--- src/sv/rsa_pkg.sv ---
`default_nettype none

package rsa_pkg;

  // signed 32-bit range for the square term
  localparam logic signed [63:0] SQ_RANGE_MAX = 64'sd2147483647;
  localparam logic signed [63:0] SQ_RANGE_MIN = -64'sd2147483648;

  localparam int CountW = 63;

  typedef enum logic {
    CMD_RECORD = 1'b0,
    CMD_MERGE  = 1'b1
  } rsa_cmd_t;

  // first field in the lowest bits: members listed from the top down
  typedef struct packed {
    logic signed [63:0] other_sum_squares;
    logic signed [63:0] other_sum;
    logic signed [63:0] other_max;
    logic signed [63:0] other_min_nonzero;
    logic [CountW-1:0]  other_count;
    logic signed [63:0] sample;
  } rsa_in_data_t;

  typedef struct packed {
    rsa_cmd_t     command;
    rsa_in_data_t data;
  } rsa_item_t;

  typedef struct packed {
    logic signed [63:0] greatest_value;
    logic signed [63:0] least_value;
    logic signed [63:0] least_nonzero;
    logic signed [63:0] total_sum_squares;
    logic signed [63:0] total_sum;
    logic [CountW-1:0]  total_count;
  } rsa_out_data_t;

  typedef struct packed {
    logic          square_skipped;
    rsa_out_data_t data;
  } rsa_result_t;

  localparam int InDataW  = $bits(rsa_in_data_t);
  localparam int OutDataW = $bits(rsa_out_data_t);
  localparam int InTdataW  = ((InDataW + 7) / 8) * 8;
  localparam int OutTdataW = ((OutDataW + 7) / 8) * 8;

endpackage

`default_nettype wire

--- src/sv/rsa_in_stage.sv ---
`default_nettype none

module rsa_in_stage (
  input  wire logic               clk,
  input  wire logic               rst,
  input  wire logic               in_valid,
  output logic                    in_ready,
  input  wire rsa_pkg::rsa_item_t in_item,
  input  wire logic               advance,
  output logic                    valid,
  output rsa_pkg::rsa_item_t      item
);

  assign in_ready = !valid || advance;

  always_ff @(posedge clk) begin
    if (rst) begin
      valid <= 1'b0;
    end else if (in_ready) begin
      valid <= in_valid;
    end
    if (in_ready && in_valid) begin
      item <= in_item;
    end
  end

endmodule

`default_nettype wire

--- config.mk ---
export PLATFORM = sky130hd
export DESIGN_NAME = rsa_in_stage
export DESIGN_NICKNAME = d
export VERILOG_FILES = /design/src/sv/rsa_pkg.sv /design/src/sv/rsa_in_stage.sv
export SDC_FILE = /design/constraint.sdc
export NUM_CORES = 1
export LEC_CHECK = 0
export ABC_AREA = 1
export BUFFER_PORTS_ARGS = -buffer_cell sky130_fd_sc_hd__buf_2
export CAP_MARGIN = 20
export CELL_PAD_IN_SITES_DETAIL_PLACEMENT = 0
export CELL_PAD_IN_SITES_GLOBAL_PLACEMENT = 1
export CORE_AREA = 2 2 304 306
export DETAILED_ROUTE_END_ITERATION = 12
export DIE_AREA = 0 0 306 308
export GPL_TIMING_DRIVEN = 0
export PLACE_DENSITY_LB_ADDON = 0.05
export SLEW_MARGIN = 20
export SYNTH_ARGS = -nofsm -noshare
export SYNTH_HDL_FRONTEND = slang
export SYNTH_SLANG_ARGS = --single-unit
export TNS_END_PERCENT = 1
--- constraint.sdc ---
create_clock -name clk -period 29.4 [get_ports clk]
set_clock_uncertainty 0.1 [all_clocks]
set_input_delay 1.47 -clock clk [delete_from_list [all_inputs] [get_ports clk]]
set_output_delay 1.47 -clock clk [all_outputs]
set_load 0.05 [all_outputs]
== After elaboration in Yosys (flattened, before gate mapping) ==
Index checks and enable logic that the tools add are counted.

* Register bits after elaboration: 385
* Input port bits: 388

* Reduce and logical (&&, ||, !) cells: 3

{| class="wikitable"
|+ Operators by type and width
! cell !! count
|-
| 1-bit logical AND || 1
|-
| 1-bit zero test || 1
|-
| 1-bit logical OR || 1
|}

== Longest topological paths before layout ==
* Depth in word-level cells: 3
* Gate-level depth with buffers: 3

== Worst setup path after synthesis ==
OpenSTA, ideal clock, no wires.

* Kind: in2reg
* From: input port in_valid
* To: register item[0] (netlist bit), enable pin
* Arrival time: 19.934 ns
* Slack: 8.109 ns
* Cell stages on the path: 2
* Cells stage by stage: inv_1 a21oi_1

* Longest elaborated chain between the ends: 1

{| class="wikitable"
|+ Ends and longest elaborated chain
! item !! line !! RTL
|-
| start: declaration || rsa_in_stage.sv:6 || <nowiki>input wire logic in_valid,</nowiki>
|-
| 1-bit logical AND || rsa_in_stage.sv:22 || <nowiki>if (in_ready && in_valid) begin</nowiki>
|-
| end signal: assignment || rsa_in_stage.sv:23 || <nowiki>item <= in_item;</nowiki>
|-
| end: declaration || rsa_in_stage.sv:11 || <nowiki>output rsa_pkg::rsa_item_t item</nowiki>
|}

No other way between the ends.
A chain may end at the register's enable or synchronous reset.

== Final worst setup path ==
* From: input port advance
* To: output port in_ready

* Longest elaborated chain between the ends: 1

{| class="wikitable"
|+ Ends and longest elaborated chain
! item !! line !! RTL
|-
| start: declaration || rsa_in_stage.sv:9 || <nowiki>input wire logic advance,</nowiki>
|-
| 1-bit logical OR || rsa_in_stage.sv:14 || <nowiki>assign in_ready = !valid || advance;</nowiki>
|-
| end: declaration || rsa_in_stage.sv:7 || <nowiki>output logic in_ready,</nowiki>
|}

No other way between the ends.

==> reports/results.ini <==
[placed_design]
dp_hpwl_um = 38800
port_buffers = 773
gp_congestion = 0.691
dp_cells = 2373

[timing]
finalSetupViolations = 0
rsz0062_at_grt = false
hold_viol_final = 0
max_slew_margin_pct = 74.3
worst_pin_slew_ns = 0.389
worst_hold_slack_ns = 0.425
period_needed_ns = 3.52
min_period_over_period_pct = 12.0
maxClockFrequency_ghz = 0.284
slew_viol_final = 0

[global_route]
grt_remaining_overflow = 0
grt_pass1_vias = 8108
grt_pass1_wl_um = 63300
grt_usage_pct = 9.77
grt_max_degree = 23
antenna_found_initial = 19

[logic_synthesis]
yosys_warnings = 0
synth-simple-area-share_pct = 0.0540
syn_inst = 390
synth_area_leader_cell = edfxtp_1
yosys_register_bits = 385
synth_compound_area_share_pct = 0.119
synthAdderAreaFrac_pct = 0
synth_area_leaders = edfxtp_1 (100%), dfxtp_1 (0.17%), a21oi_2 (0.076%)
synth-seq-area-share_pct = 99.8
synthDistinctLibCells = 7
synth_mux_area_share_pct = 0
synth_top_family_by_area = compound AO/OA/AOI/OAI gates
synth_top_area_share_pct = 99.6
avgSynthCellArea_um2 = 29.7
synth-xor-area-share_pct = 0
synth_nets = 778
synthesis.area_um2 = 11600

[setup_path]
cp-end-kind = output port
startpoint_type = primary input
cp_max_fo = 2
max_stage_delay_ns = 0.28
critical_path_class = in -> out
arrival_ns = 1.95
path_cells = buf_2, inv_2, nand2_2, buf_2
cp_common_cell = buf_2
cp.required_ns = 27.83
crit_slowest_cell = buf_2

[power]
p_leak_nw = 7.87
peakVddDrop_v = 0.0000387
powerDensity_nw_per_um2 = 76.6

[hold_path]
hold_path.class = reg -> reg

[route]
via_count = 7427
first_pass_iters = 4
post_drt_wl_per_cell_um = 19.4
drc = 0
drtAntennaViolNets = 0
wl_um = 47900
avgViaCountPerCell = 3.01
drtIter0Drc = 259

[clocking]
cts_setup_buffers = 0
cts_root_buf = clkbuf_16
clock_path_buffers = 3
clk_latency_ns = 0.59
cts_buffers = 52
cts_sinks = 385
ctsResizeCount = 0
cts.htree.levels = 2
clkTransAtPathRegs_ns = 0.06
cts_hold_buffers = 0
tritoncts = built

[cells_and_area]
seqCellArea_um2 = 11600
final_layout_size_suffix_gt1_share_pct = 68.4
finish.utilization_pct = 21.1
final_common_cell = buf_2
fin_nets = 1629
areaGrowthSynthToFinish_pct = 65.8
final_cell_mix = buf_2 (773), edfxtp_1 (384), clkbuf_16 (53)
stdcell_count = 2469
nFillCells = 9773
multiInputGateArea_um2 = 31.3

[outcome]
status = complete, no violations

[floorplan]
io_pins = 774
die_height_um = 308
initial_utilization_pct = 12.7
placementRows = 111
fp.dieW_um = 306
die_area_um2 = 94200
core_um2 = 91000

[flow_run]
maxCapViolCount = 0

worst paths after layout:
kind	start	end	slack (ns)	cells past startpoint
min reg2reg	valid	valid	0.43	2
max reg2reg	valid	item[382]	27.00	8
max	advance	in_ready	25.88	4
min	valid	valid	0.43	2
report_power, final:
part | switching [mW] | internal, mW
clock network | 0.251 | 0.371
logic | 0.150 | 0.0483
registers | 0.00701 | 0.643
worst max-delay path: cells and delay by family:
| family | cells | cell delay, ns |
|---|---|---|
| buf+inv | 3 | 0.41 |
| simple gates | 1 | 0.06 |
cell type report:
class | instances | share of cell area (%)
Multi-Input combinational cell | 3 | 0.163
Clock inverter | 32 | 1.47
Clock buffer | 62 | 7.08
Timing Repair Buffer | 797 | 23.3
Inverter | 2 | 0.0391
Antenna cell | 2 | 0.0261
Tap cell | 1186 | 7.73
Sequential cell | 385 | 60.2
flip-flops by register name, indices dropped and copies added (netlist names):
name and cells:
item 384, valid 1
logic make-up after synthesis:
logic type / after synthesis
compound gates: 2
buf+inv: 2
flops: 385
simple gates: 1
through the flow:
step,power [mW],setup TNS [ns],worst slack (ns),cell area [um2]
floorplan,0.805,0,8.11,11600
global placement,0.890,-1500.61,-3.97,16900
detailed placement,0.864,0,25.73,17600
CTS,1.51,0,25.87,19200
global route,1.53,0,25.85,19200
finish,1.47,0,25.88,19200
cells in the mapped netlist (all sizes together):
cell type / instances
a21oi: 2
dfxtp: 1
edfxtp: 384
inv: 2
nand2: 1
routing by layer:
metal	vias up	track usage (%)	share of wire (%)
met4	22	3.68	2.7
met1	3557	7.52	27
met5	-	0	0.32
met3	95	5.49	12
met2	428	19.6	58
li1	3325	-	-
Power figures use the tool's default switching activity.
